==> src/hw/rtl/plim_pkg.sv <==
`default_nettype none
// ----------------------------------------------------------------------------
// plim_pkg
// Shared types and constants of the per-host connection limiter: table entry
// layout, response status codes, controller states and limit settings.
// ----------------------------------------------------------------------------
package plim_pkg;

  localparam int unsigned TableEntriesDefault = 64;
  localparam int unsigned CntWidth = 16;
  localparam int unsigned AddrWordWidth = 64;
  localparam int unsigned CfgIndexWidth = 2;

  localparam logic [CntWidth-1:0] CntMax = {CntWidth{1'b1}};
  localparam logic [CntWidth-1:0] MaxTotalReset = 16'd100;
  localparam logic [CntWidth-1:0] MaxPerSourceReset = 16'd4;
  localparam logic [AddrWordWidth-1:0] Ipv4Loopback = 64'h0000_0000_7F00_0001;
  localparam logic [AddrWordWidth-1:0] Ipv6LoopbackLower = 64'd1;

  typedef enum logic [CfgIndexWidth-1:0] {
    CFG_MAX_TOTAL      = 2'd0,
    CFG_MAX_PER_SOURCE = 2'd1
  } cfg_index_t;

  typedef enum logic {
    CMD_CONNECT    = 1'b0,
    CMD_DISCONNECT = 1'b1
  } cmd_t;

  typedef enum logic {
    FAM_IPV4 = 1'b0,
    FAM_IPV6 = 1'b1
  } family_t;

  typedef enum logic [2:0] {
    STAT_ACCEPTED    = 3'd0,
    STAT_TOTAL_LIMIT = 3'd1,
    STAT_HOST_LIMIT  = 3'd2,
    STAT_TABLE_FULL  = 3'd3,
    STAT_RELEASED    = 3'd4,
    STAT_NOT_FOUND   = 3'd5
  } status_t;

  typedef enum logic [1:0] {
    ST_CLEAR,
    ST_IDLE,
    ST_SCAN,
    ST_DECIDE
  } state_t;

  typedef struct packed {
    logic                     valid;
    logic                     family;
    logic [AddrWordWidth-1:0] upper;
    logic [AddrWordWidth-1:0] lower;
    logic [CntWidth-1:0]      count;
  } entry_t;

  typedef struct packed {
    logic [CntWidth-1:0] max_total;
    logic [CntWidth-1:0] max_per_source;
  } limits_t;

endpackage

`default_nettype wire

==> src/hw/rtl/plim_ctrl.sv <==
`default_nettype none
// ----------------------------------------------------------------------------
// plim_ctrl
// Request sequencer: clears the table after reset, walks the table for a
// matching source and the first free slot, applies the limits, writes the
// updated entry back and issues the response.
// ----------------------------------------------------------------------------
module plim_ctrl
  import plim_pkg::*;
#(
  parameter int unsigned TABLE_ENTRIES = TableEntriesDefault,
  localparam int unsigned AW = (TABLE_ENTRIES > 1) ? $clog2(TABLE_ENTRIES) : 1,
  localparam int unsigned CW = $clog2(TABLE_ENTRIES + 1)
) (
  input  wire logic                     clk,
  input  wire logic                     rst_n,
  input  wire limits_t                  limits,
  input  wire logic                     start,
  output logic                          busy,
  input  wire logic                     in_cmd,
  input  wire logic                     in_family,
  input  wire logic [AddrWordWidth-1:0] in_addr_upper,
  input  wire logic [AddrWordWidth-1:0] in_addr_lower,
  output logic                          out_valid,
  output status_t                       out_status,
  output logic [CntWidth-1:0]           out_source_count,
  output logic [CntWidth-1:0]           out_total_count,
  output logic                          wr_en,
  output logic [AW-1:0]                 wr_addr,
  output entry_t                        wr_data,
  output logic                          rd_en,
  output logic [AW-1:0]                 rd_addr,
  input  wire entry_t                   rd_data
);

  localparam logic [AW-1:0] LastIdx = AW'(TABLE_ENTRIES - 1);
  localparam logic [CW-1:0] EndIssue = CW'(TABLE_ENTRIES);

  state_t                   state_r, state_nxt;
  logic [AW-1:0]            clr_idx_r, clr_idx_nxt;
  logic [CW-1:0]            issue_r, issue_nxt;
  logic [AW-1:0]            chk_idx_r, chk_idx_nxt;
  logic                     req_cmd_r, req_cmd_nxt;
  logic                     req_fam_r, req_fam_nxt;
  logic [AddrWordWidth-1:0] req_up_r, req_up_nxt;
  logic [AddrWordWidth-1:0] req_lo_r, req_lo_nxt;
  logic                     found_r, found_nxt;
  logic [AW-1:0]            found_idx_r, found_idx_nxt;
  logic [CntWidth-1:0]      found_cnt_r, found_cnt_nxt;
  logic                     free_r, free_nxt;
  logic [AW-1:0]            free_idx_r, free_idx_nxt;
  logic [CntWidth-1:0]      total_r, total_nxt;
  logic                     out_valid_r, out_valid_nxt;
  status_t                  out_status_r, out_status_nxt;
  logic [CntWidth-1:0]      out_src_r, out_src_nxt;
  logic [CntWidth-1:0]      out_total_r, out_total_nxt;

  logic                     hit;
  logic                     is_local;
  logic [CntWidth-1:0]      dec_cnt;

  assign hit = rd_data.valid && (rd_data.family == req_fam_r) &&
               (rd_data.upper == req_up_r) && (rd_data.lower == req_lo_r);

  assign is_local = (req_fam_r == FAM_IPV4) ? (req_lo_r == Ipv4Loopback) :
                    ((req_up_r == '0) && (req_lo_r == Ipv6LoopbackLower));

  assign dec_cnt = (found_cnt_r != '0) ? found_cnt_r - 1'b1 : '0;

  always_ff @(posedge clk) begin
    if (!rst_n) begin
      state_r     <= ST_CLEAR;
      clr_idx_r   <= '0;
      total_r     <= '0;
      out_valid_r <= 1'b0;
    end else begin
      state_r     <= state_nxt;
      clr_idx_r   <= clr_idx_nxt;
      total_r     <= total_nxt;
      out_valid_r <= out_valid_nxt;
    end
  end

  always_ff @(posedge clk) begin
    issue_r      <= issue_nxt;
    chk_idx_r    <= chk_idx_nxt;
    req_cmd_r    <= req_cmd_nxt;
    req_fam_r    <= req_fam_nxt;
    req_up_r     <= req_up_nxt;
    req_lo_r     <= req_lo_nxt;
    found_r      <= found_nxt;
    found_idx_r  <= found_idx_nxt;
    found_cnt_r  <= found_cnt_nxt;
    free_r       <= free_nxt;
    free_idx_r   <= free_idx_nxt;
    out_status_r <= out_status_nxt;
    out_src_r    <= out_src_nxt;
    out_total_r  <= out_total_nxt;
  end

  always_comb begin
    state_nxt      = state_r;
    clr_idx_nxt    = clr_idx_r;
    issue_nxt      = issue_r;
    chk_idx_nxt    = chk_idx_r;
    req_cmd_nxt    = req_cmd_r;
    req_fam_nxt    = req_fam_r;
    req_up_nxt     = req_up_r;
    req_lo_nxt     = req_lo_r;
    found_nxt      = found_r;
    found_idx_nxt  = found_idx_r;
    found_cnt_nxt  = found_cnt_r;
    free_nxt       = free_r;
    free_idx_nxt   = free_idx_r;
    total_nxt      = total_r;
    out_valid_nxt  = 1'b0;
    out_status_nxt = out_status_r;
    out_src_nxt    = out_src_r;
    out_total_nxt  = out_total_r;
    busy           = 1'b1;
    rd_en          = 1'b0;
    rd_addr        = '0;
    wr_en          = 1'b0;
    wr_addr        = '0;
    wr_data        = '0;

    unique case (state_r)
      ST_CLEAR: begin
        wr_en   = 1'b1;
        wr_addr = clr_idx_r;
        if (clr_idx_r == LastIdx) begin
          state_nxt = ST_IDLE;
        end else begin
          clr_idx_nxt = clr_idx_r + 1'b1;
        end
      end

      ST_IDLE: begin
        busy = 1'b0;
        if (start) begin
          req_cmd_nxt = in_cmd;
          req_fam_nxt = in_family;
          if (in_family == FAM_IPV4) begin
            req_up_nxt = '0;
            req_lo_nxt = {32'd0, in_addr_lower[31:0]};
          end else begin
            req_up_nxt = in_addr_upper;
            req_lo_nxt = in_addr_lower;
          end
          found_nxt   = 1'b0;
          free_nxt    = 1'b0;
          rd_en       = 1'b1;
          rd_addr     = '0;
          chk_idx_nxt = '0;
          issue_nxt   = CW'(1);
          state_nxt   = ST_SCAN;
        end
      end

      ST_SCAN: begin
        if (hit) begin
          found_nxt     = 1'b1;
          found_idx_nxt = chk_idx_r;
          found_cnt_nxt = rd_data.count;
          state_nxt     = ST_DECIDE;
        end else begin
          if (!rd_data.valid && !free_r) begin
            free_nxt     = 1'b1;
            free_idx_nxt = chk_idx_r;
          end
          if (issue_r == EndIssue) begin
            state_nxt = ST_DECIDE;
          end else begin
            rd_en       = 1'b1;
            rd_addr     = issue_r[AW-1:0];
            chk_idx_nxt = issue_r[AW-1:0];
            issue_nxt   = CW'(issue_r + 1'b1);
          end
        end
      end

      ST_DECIDE: begin
        state_nxt     = ST_IDLE;
        out_valid_nxt = 1'b1;
        out_src_nxt   = '0;
        wr_data.family = req_fam_r;
        wr_data.upper  = req_up_r;
        wr_data.lower  = req_lo_r;
        if (req_cmd_r == CMD_CONNECT) begin
          if ((total_r == CntMax) || (!is_local && (total_r >= limits.max_total))) begin
            out_status_nxt = STAT_TOTAL_LIMIT;
            if (found_r) begin
              out_src_nxt = found_cnt_r;
            end
          end else if (found_r) begin
            if ((found_cnt_r == CntMax) ||
                (!is_local && (found_cnt_r >= limits.max_per_source))) begin
              out_status_nxt = STAT_HOST_LIMIT;
              out_src_nxt    = found_cnt_r;
            end else begin
              out_status_nxt = STAT_ACCEPTED;
              out_src_nxt    = found_cnt_r + 1'b1;
              total_nxt      = total_r + 1'b1;
              wr_en          = 1'b1;
              wr_addr        = found_idx_r;
              wr_data.valid  = 1'b1;
              wr_data.count  = found_cnt_r + 1'b1;
            end
          end else if (free_r) begin
            out_status_nxt = STAT_ACCEPTED;
            out_src_nxt    = CntWidth'(1);
            total_nxt      = total_r + 1'b1;
            wr_en          = 1'b1;
            wr_addr        = free_idx_r;
            wr_data.valid  = 1'b1;
            wr_data.count  = CntWidth'(1);
          end else begin
            out_status_nxt = STAT_TABLE_FULL;
          end
        end else begin
          if (found_r) begin
            out_status_nxt = STAT_RELEASED;
            out_src_nxt    = dec_cnt;
            if (total_r != '0) begin
              total_nxt = total_r - 1'b1;
            end
            wr_en         = 1'b1;
            wr_addr       = found_idx_r;
            wr_data.valid = (dec_cnt != '0);
            wr_data.count = dec_cnt;
          end else begin
            out_status_nxt = STAT_NOT_FOUND;
          end
        end
        out_total_nxt = total_nxt;
      end

      default: begin
        state_nxt = ST_IDLE;
      end
    endcase
  end

  assign out_valid        = out_valid_r;
  assign out_status       = out_status_r;
  assign out_source_count = out_src_r;
  assign out_total_count  = out_total_r;

endmodule

`default_nettype wire

==> config.mk <==
export PLATFORM = sky130hd
export DESIGN_NAME = plim_ctrl
export DESIGN_NICKNAME = d
export VERILOG_FILES = /design/src/hw/rtl/plim_pkg.sv /design/src/hw/rtl/plim_ctrl.sv
export SDC_FILE = /design/constraint.sdc
export NUM_CORES = 1
export LEC_CHECK = 0
export BUFFER_PORTS_ARGS = -buffer_cell sky130_fd_sc_hd__buf_2
export CAP_MARGIN = 20
export CORE_ASPECT_RATIO = 0.6
export CORE_MARGIN = 10
export CORE_UTILIZATION = 46
export DETAILED_ROUTE_END_ITERATION = 10
export PLACE_DENSITY = 0.8
export SYNTH_ARGS = -nofsm -noshare
export SYNTH_HDL_FRONTEND = slang
export SYNTH_SLANG_ARGS = --single-unit
==> constraint.sdc <==
create_clock -name clk -period 5.45 [get_ports clk]
set_input_delay 1.09 -clock clk [delete_from_list [all_inputs] [get_ports clk]]
set_output_delay 1.09 -clock clk [all_outputs]
set_load 0.005 [all_outputs]
==> qor.yml, run 1 <==
clock_skew_ns: 0.0229
worst-path-buf-inv: 2
final_core_util: 0.602
cts_tree: "built"
cp.arrival_ns: 4.25
maxCapViolCount: 0
syn2layout_area_growth_pct: 27.4
power.density_mw_per_mm2: 217
use_met3: 0.114
synth-async-reset-ratio: 0
wirelength_um: 67700
critPathKind: "flip-flop to primary output"
slowest_stage: "nor4_4"
cts_hold_buf: 0
fillers: 2638
period_needed_ns: 5.34
setup_tns_ns: 0
first_iter_violations: 1698
power_mw: 3.97
synth.distinct_cells: 81
yosys_register_bits: 233
ctsLongestPathBuffers: 3
synth-adder-area-share: 0.0402
crit_chain: "nor4_1, nand4_1, nor4_4, a22oi_1, a21oi_4, nand3_1, buf_4, o311ai_1, a32oi_1, nor2_1, buf_2"
grt_pass1_vias: 13600
use_met2: 0.471
ir_drop_mv: 0.198
grt_max_degree: 102
syn_avg_cell_area_um2: 9.98
cts.clk_slew.worst_paths_ns: 0.08
slew_violations: 0
ys_warn_count: 0
max_freq_mhz: 187
portBuffers: 507
busiest_layer: "met2"
finalSetupViolCount: 0
die_w_um: 248
gp_congestion: 1.09
nets: 2296
dp_cells: 2321
synth-seq-area-share: 0.471
instances_no_fill: 2388
met1_usage: 0.458
syn-num-nets: 1793
synth_top_family_by_area: "simple AND/OR/NAND/NOR gates"
rsz0062_at_grt: "no"
clock_latency_ns: 0.55
overflow: 0
cts_made_buffers: 24
vias_per_cell: 5.86
ant_nets: 0
drc: 0
critPathTopFamily: "simple AND/OR/NAND/NOR gates"
status: "completed"
cp_slowest_stage_delay_ns: 0.57
tightest_slew_ns: 1.13
period_share: 0.979
drt-wirelength-per-cell_um: 28.3
synth_edf_count: 208
synth_xor_xnor_area_share: 0.0703
synth_compound_area_frac: 0.107
synthFlopType: "edfxtp_1"
io-pin-count: 508
fin_ws_ns: 0.112
grt_usage: 0.330
root_buffer: "clkbuf_16"
finalHoldViolCount: 0
postSynthCellCount: 1436
first_pass_iters: 5
cts_sinks: 233
synthSimpleGateAreaFrac: 0.265
antenna_found_initial: 23
drive_gt1_frac: 0.311
synth_area_mm2: 0.0143
vias: 14000
fp-row-count: 49
start_kind: "flip-flop"
pre_cts_slack_ns: 0.289
die_area_mm2: 0.0389
floorplan.initialDensity: 0.472
die_height_um: 157
h-tree-depth: 1
relSlewSlack: 0.240
hp-class: "flip-flop to flip-flop"
end_kind: "primary output"
power.leakage_nw: 7.74
core_area_mm2: 0.0303
crit_required_ns: 4.36
dp_hpwl_um: 55400
cp_max_fo: 12
grt_pass1_wl_um: 93400
muxShareOfSynthArea: 0.00559
## sequential cells by signal, summed over array words and instances (netlist names), 2 cells and up
signal            count
chk_idx_r             6
req_lo_r             64
free_idx_r            6
out_status            3
total_r              16
found_idx_r           6
out_total_count      16
req_up_r             64
issue_r               7
found_cnt_r          16
out_source_count     16
clr_idx_r             6
state_r               2
## cells in the mapped netlist (4+ instances only)
library cell / number / area, µm²
a2111o_1: 10 / 113
a211oi_1: 4 / 30.0
a21o_1: 5 / 37.5
a21oi_1: 44 / 220
a22oi_1: 15 / 113
a31oi_1: 9 / 56.3
and2_1: 232 / 1450
and3_1: 12 / 75.1
buf_1: 4 / 15.0
buf_2: 4 / 20.0
clkbuf_1: 53 / 199
dfxtp_1: 25 / 500
edfxtp_1: 208 / 6250
ha_1: 46 / 576
inv_1: 88 / 330
mux2i_1: 8 / 80.1
nand2_1: 74 / 278
nand2b_1: 44 / 275
nand3_1: 35 / 175
nand4_1: 34 / 213
nor2_1: 91 / 342
nor2b_1: 36 / 225
nor3_1: 20 / 100
nor4_1: 53 / 332
nor4_2: 4 / 50.1
o2111ai_1: 13 / 114
o21a_1: 8 / 60.1
o21ai_0: 41 / 205
o221ai_1: 4 / 35.0
o22ai_1: 12 / 75.1
or3_1: 7 / 43.8
xnor2_1: 84 / 736
xor2_1: 31 / 272
## placed cells by master (no fill, tap or decap), types with 41 or more instances in the layout
cell,netlist,routed
a21oi_1,44,44
edfxtp_1,208,208
nor2_1,91,91
buf_2,4,507
nand2_1,74,74
o21ai_0,41,41
and2_1,232,231
inv_1,88,88
nor4_1,53,51
xnor2_1,84,84
ha_1,46,45
nand2b_1,44,44
## layout make-up
cell class | instances | area (µm²) | share of cell area
multi-input cells | 1051 | 7030 | 0.385
well taps | 408 | 510 | 0.0280
repair buffers | 541 | 2790 | 0.153
inverters | 88 | 330 | 0.0181
diodes | 23 | 57.6 | 0.00315
clock inverters | 15 | 134 | 0.00733
flip-flops and latches | 233 | 6750 | 0.369
clock buffers | 29 | 661 | 0.0362
## worst reg2reg max path: cells and delay by family, from the launching register on
kind,cells,cell delay (ns)
compound gates,4,0.89
simple gates,5,1.95
fa+ha+maj,1,0.41
flops,1,0.60
## final timing paths
path | slack, ns | startpoint | cells past startpoint | end
max | 0.11 | req_lo_r[17] | 11 | wr_data[3]
min | 0.45 | chk_idx_r[1] | 0 | free_idx_r[1]
max reg2reg | 1.40 | found_cnt_r[15] | 10 | out_source_count[11]
min reg2reg | 0.45 | chk_idx_r[1] | 0 | free_idx_r[1]
## routing by layer
layer	wire length, µm	vias up
met2	28400	946
met3	9000	115
li1	-	6174
met5	0	-
met4	2040	0
met1	28200	6762
## metrics by stage
stage               hold WS, ns  area (µm²)
global placement          0.424       17400
detailed placement        0.443       17400
floorplan                 0.421       14300
CTS                       0.447       18200
finish                    0.450       18300
global route              0.456       18300
## report_power, final
group,total (mW),internal [mW],switching [mW]
clock network,1.74,0.963,0.775
registers,1.94,1.93,0.00263
logic,0.295,0.148,0.147
total,3.97,3.05,0.924
## kinds of logic (layout without fill, tap and decap cells)
family	count (synthesis)	in the layout
compound gates	215	215
xor+xnor	115	115
fa+ha+maj	46	46
buf+inv	152	673
flops	233	233
mux	8	8
other cells	0	23
simple gates	667	667
## timing repair
item,in CTS,in global routing
setup buffers,0,0
endpoints found under the setup margin,0,10
resized for setup,0,3
Note: power is estimated with default switching activity, not from simulation.
==> inputs of run 2 (changes only) <==
- SETUP_SLACK_MARGIN: unset -> 0.3
- SKIP_CTS_REPAIR_TIMING: unset -> 1
==> run 2 against run 1 <==
  * Global-route usage rose by 0.39 points
  * Sequential share of layout area fell by 0.33 points
  * Register-to-register slack improved by 0.20 ns
  * Critical path depth fell by 1
  * Highest routed layer is now met5
  * Sequential cell count did not move
  * Count of clock-buffer cells in the layout rose by 3
  * Cell count rose by 0.17%
  * Via count rose by 2.0%
==> qor.yml, run 2 (synthesis results as in run 1) <==
status: "completed"
portBuffers: 507
nets: 2305
cts_sinks: 233
cp_max_fo: 8
final_core_util: 0.607
crit_required_ns: 4.36
r2r_slack_ns: 1.60
finalHoldViolCount: 0
hp-class: "flip-flop to flip-flop"
vias_per_cell: 5.97
wirelength_um: 68200
first_iter_violations: 2094
grt_pass1_wl_um: 94400
power_mw: 4.04
period_needed_ns: 5.09
first_pass_iters: 6
h-tree-depth: 1
fp-row-count: 49
cts_tree: "built"
slew_violations: 0
drt-wirelength-per-cell_um: 28.5
power.density_mw_per_mm2: 219
ant_nets: 0
clock_skew_ns: 0.0243
floorplan.initialDensity: 0.472
setup_tns_ns: 0
maxCapViolCount: 0
cts_made_buffers: 24
fillers: 2674
top_regs: "req_lo_r x64, req_up_r x64"
crit_start: "rd_data[28]"
ctsLongestPathBuffers: 3
core_area_mm2: 0.0303
vias: 14300
clock_latency_ns: 0.56
slowest_stage: "or4_1"
ir_drop_mv: 0.215
cts.clk_slew.worst_paths_ns: 0.07
start_kind: "input pin"
crit_chain: "buf_2, xor2_1, nor4_2, nand4_1, or4_1, nor4_2, nor2b_1, a21oi_1, nor2b_1, buf_2"
drive_gt1_frac: 0.320
die_w_um: 248
rsz0062_at_grt: "no"
most-common-layout-cells: "508 x buf_2, 231 x and2_1, 208 x edfxtp_1, 91 x nor2_1, 87 x inv_1"
dp_hpwl_um: 55500
syn2layout_area_growth_pct: 28.6
tightest_slew_ns: 1.16
finalSetupViolCount: 0
instances_no_fill: 2392
r2r-start: "found_cnt_r[14]"
antenna_found_initial: 22
dp_cells: 2322
drc: 0
final_common_cell: "buf_2"
root_buffer: "clkbuf_16"
grt_usage: 0.334
critPathKind: "input pin to primary output"
die_area_mm2: 0.0389
power.leakage_nw: 7.81
die_height_um: 157
cp.arrival_ns: 4.00
max_freq_mhz: 197
grt_max_degree: 98
gp_congestion: 1.08
hold_start: "chk_idx_r[0]"
overflow: 0
end_kind: "primary output"
cp_slowest_stage_delay_ns: 0.61
grt_pass1_vias: 13700
period_share: 0.933
io-pin-count: 508
relSlewSlack: 0.225
[run 2: final cells by class]
type | instances | area (µm²) | area share
multi-input combinational | 1051 | 7080 | 0.384
sequential | 233 | 6750 | 0.366
timing repair buffer | 550 | 2870 | 0.156
clock buffer | 32 | 681 | 0.0369
tap | 408 | 510 | 0.0277
inverter | 88 | 330 | 0.0179
clock inverter | 12 | 160 | 0.00869
antenna | 18 | 45.0 | 0.00244
[run 2: power by group]
group / internal [mW] / switching [mW]
combinational: 0.150 / 0.151
clock: 1.03 / 0.775
sequential: 1.93 / 0.00273
total: 3.11 / 0.928
[run 2: final timing paths]
| path | end | depth (start not counted) |
|---|---|---|
| worst max-delay path | rd_en | 10 |
| worst min-delay path | free_idx_r[0] | 0 |
| worst max register to register | out_source_count[11] | 11 |
| worst min register to register | free_idx_r[0] | 0 |
[run 2: worst max-delay path: cells and delay by family]
kind,cells,cell delay (ns)
AND/OR/NAND/NOR,6,2.26
AO/OA/AOI/OAI,1,0.21
XOR/XNOR,1,0.20
buffers and inverters,2,0.23
[run 2: stage by stage]
stage	worst slack [ns]	hold WS, ns	cell area (µm²)
2_1_floorplan	1.11	0.421	14300
3_3_place_gp	0.307	0.422	17400
3_5_place_dp	0.222	0.431	17400
4_1_cts	-0.130	0.446	18200
5_1_grt	0.306	0.455	18400
6_report	0.365	0.454	18400
[run 2: per-layer routing]
metal | GRT usage | wire length (µm) | vias to the layer above
met2 | 0.484 | 29300 | 1039
met3 | 0.128 | 9670 | 118
met4 | 0.0949 | 1770 | 2
met1 | 0.454 | 27400 | 6941
li1 | - | - | 6172
met5 | 0 | 7 | -
==> inputs of run 3 (changes only) <==
- CORE_UTILIZATION: 46 -> 53
- PLACE_DENSITY: 0.8 -> 0.86
- clock period: 5.45 -> 6.3 ns (I/O delays scaled with it)
==> run 3 against run 2 <==
  * Sequential share of layout area up 0.95 points
  * Clock skew up 0.0033 ns
  * Cell count decreased by 3.4%
  * Via count fell by 0.65%
  * Highest routed layer unchanged
  * Setup slack better by 0.097 ns
  * Die area fell by 12%
  * Utilization grew 7.0 points
  * Count of clock-buffer cells in the layout is 1 lower
  * Routed wire length fell by 4.7%
  * Critical path type unchanged
==> qor.yml, run 3 (synthesis results as in run 1) <==
status: "completed"
portBuffers: 507
drt-wirelength-per-cell_um: 28.1
die_w_um: 232
critPathKind: "input pin to primary output"
setup_tns_ns: 0
crit_start: "limits[11]"
cts_sinks: 233
io-pin-count: 508
fin_ws_ns: 0.462
antenna_found_initial: 18
wirelength_um: 65000
dp_hpwl_um: 52600
finalHoldViolCount: 0
grt_pass1_wl_um: 91500
cts.clk_slew.worst_paths_ns: 0.07
first_pass_iters: 9
fillers: 2086
most-common-layout-cells: "508 x buf_2, 231 x and2_1, 208 x edfxtp_1, 91 x nor2_1, 88 x inv_1"
finalSetupViolCount: 0
first_iter_violations: 2323
r2r-start: "found_cnt_r[11]"
period_share: 0.927
syn2layout_area_growth_pct: 25.3
grt_max_degree: 98
ant_nets: 0
nets: 2275
hold_start: "chk_idx_r[5]"
rsz0062_at_grt: "no"
ctsLongestPathBuffers: 3
end_kind: "primary output"
hp-class: "flip-flop to flip-flop"
grt_pass1_vias: 13400
die_area_mm2: 0.0342
period_needed_ns: 5.84
power.leakage_nw: 7.61
vias: 14200
holdWs_ns: 0.468
start_kind: "input pin"
core_area_mm2: 0.0265
maxCapViolCount: 0
ir_drop_mv: 0.171
top_regs: "req_lo_r x64, req_up_r x64"
fp-row-count: 46
clock_latency_ns: 0.55
relSlewSlack: 0.368
root_buffer: "clkbuf_16"
cts_tree: "built"
cp_max_fo: 7
final_common_cell: "buf_2"
max_freq_mhz: 171
clock_skew_ns: 0.0276
floorplan.initialDensity: 0.540
drc: 0
cts_made_buffers: 23
slew_violations: 0
cp.arrival_ns: 4.58
tightest_slew_ns: 0.948
die_height_um: 147
vias_per_cell: 6.14
gp_congestion: 1.08
crit_required_ns: 5.04
power.density_mw_per_mm2: 185
grt_usage: 0.361
drive_gt1_frac: 0.301
overflow: 0
pre_cts_slack_ns: 0.670
h-tree-depth: 1
[run 3: per-layer routing]
metal | vias up | part of all wire | global-route usage
met3 | 139 | 0.16 | 0.129
met4 | 2 | 0.028 | 0.111
met5 | - | 0.00014 | 0
met1 | 6708 | 0.38 | 0.504
li1 | 6110 | - | -
met2 | 1220 | 0.42 | 0.512
[run 3: path summary, 6_finish.rpt]
| check | slack (ns) | to | depth (start not counted) |
|---|---|---|---|
| setup / recovery | 0.46 | wr_addr[2] | 13 |
| hold / removal | 0.47 | free_idx_r[5] | 0 |
| setup reg to reg | 2.22 | out_source_count[12] | 10 |
| hold reg to reg | 0.47 | free_idx_r[5] | 0 |
[run 3: final cells by class]
class / instances / area, µm² / area share
Multi-Input combinational cell: 1051 / 7010 / 0.390
Inverter: 88 / 330 / 0.0184
Tap cell: 360 / 450 / 0.0251
Timing Repair Buffer: 521 / 2660 / 0.148
Clock inverter: 11 / 90.1 / 0.00502
Clock buffer: 31 / 636 / 0.0354
Antenna cell: 16 / 40.0 / 0.00223
Sequential cell: 233 / 6750 / 0.376
[run 3: through the flow]
step	utilization	instances	area [µm²]	power (mW)
after detailed placement	0.647	2251	17200	1.96
after floorplan	-	1436	14300	1.81
final	0.677	2311	18000	3.32
after global placement	0.647	2250	17200	1.95
after CTS	0.674	2293	17900	3.31
after global routing	0.677	2309	18000	3.39
[run 3: critical path, cell delays in order]
cell and delay (ns):
buf_2 0.08, inv_1 0.03, ha_1 0.32, a21oi_1 0.17, o21ai_0 0.11, a221oi_1 0.60, a22oi_1 0.29, a21oi_4 0.31
nand3_1 0.37, a211oi_2 0.70, nand2_1 0.10, o21ai_0 0.09, buf_2 0.15
[run 3: report_power, final]
| part | switching, mW | leakage [nW] | total, mW | internal, mW |
|---|---|---|---|---|
| registers | 0.00206 | 2.01 | 1.68 | 1.67 |
| logic | 0.128 | 5.24 | 0.256 | 0.128 |
| clock network | 0.635 | 0.353 | 1.39 | 0.753 |
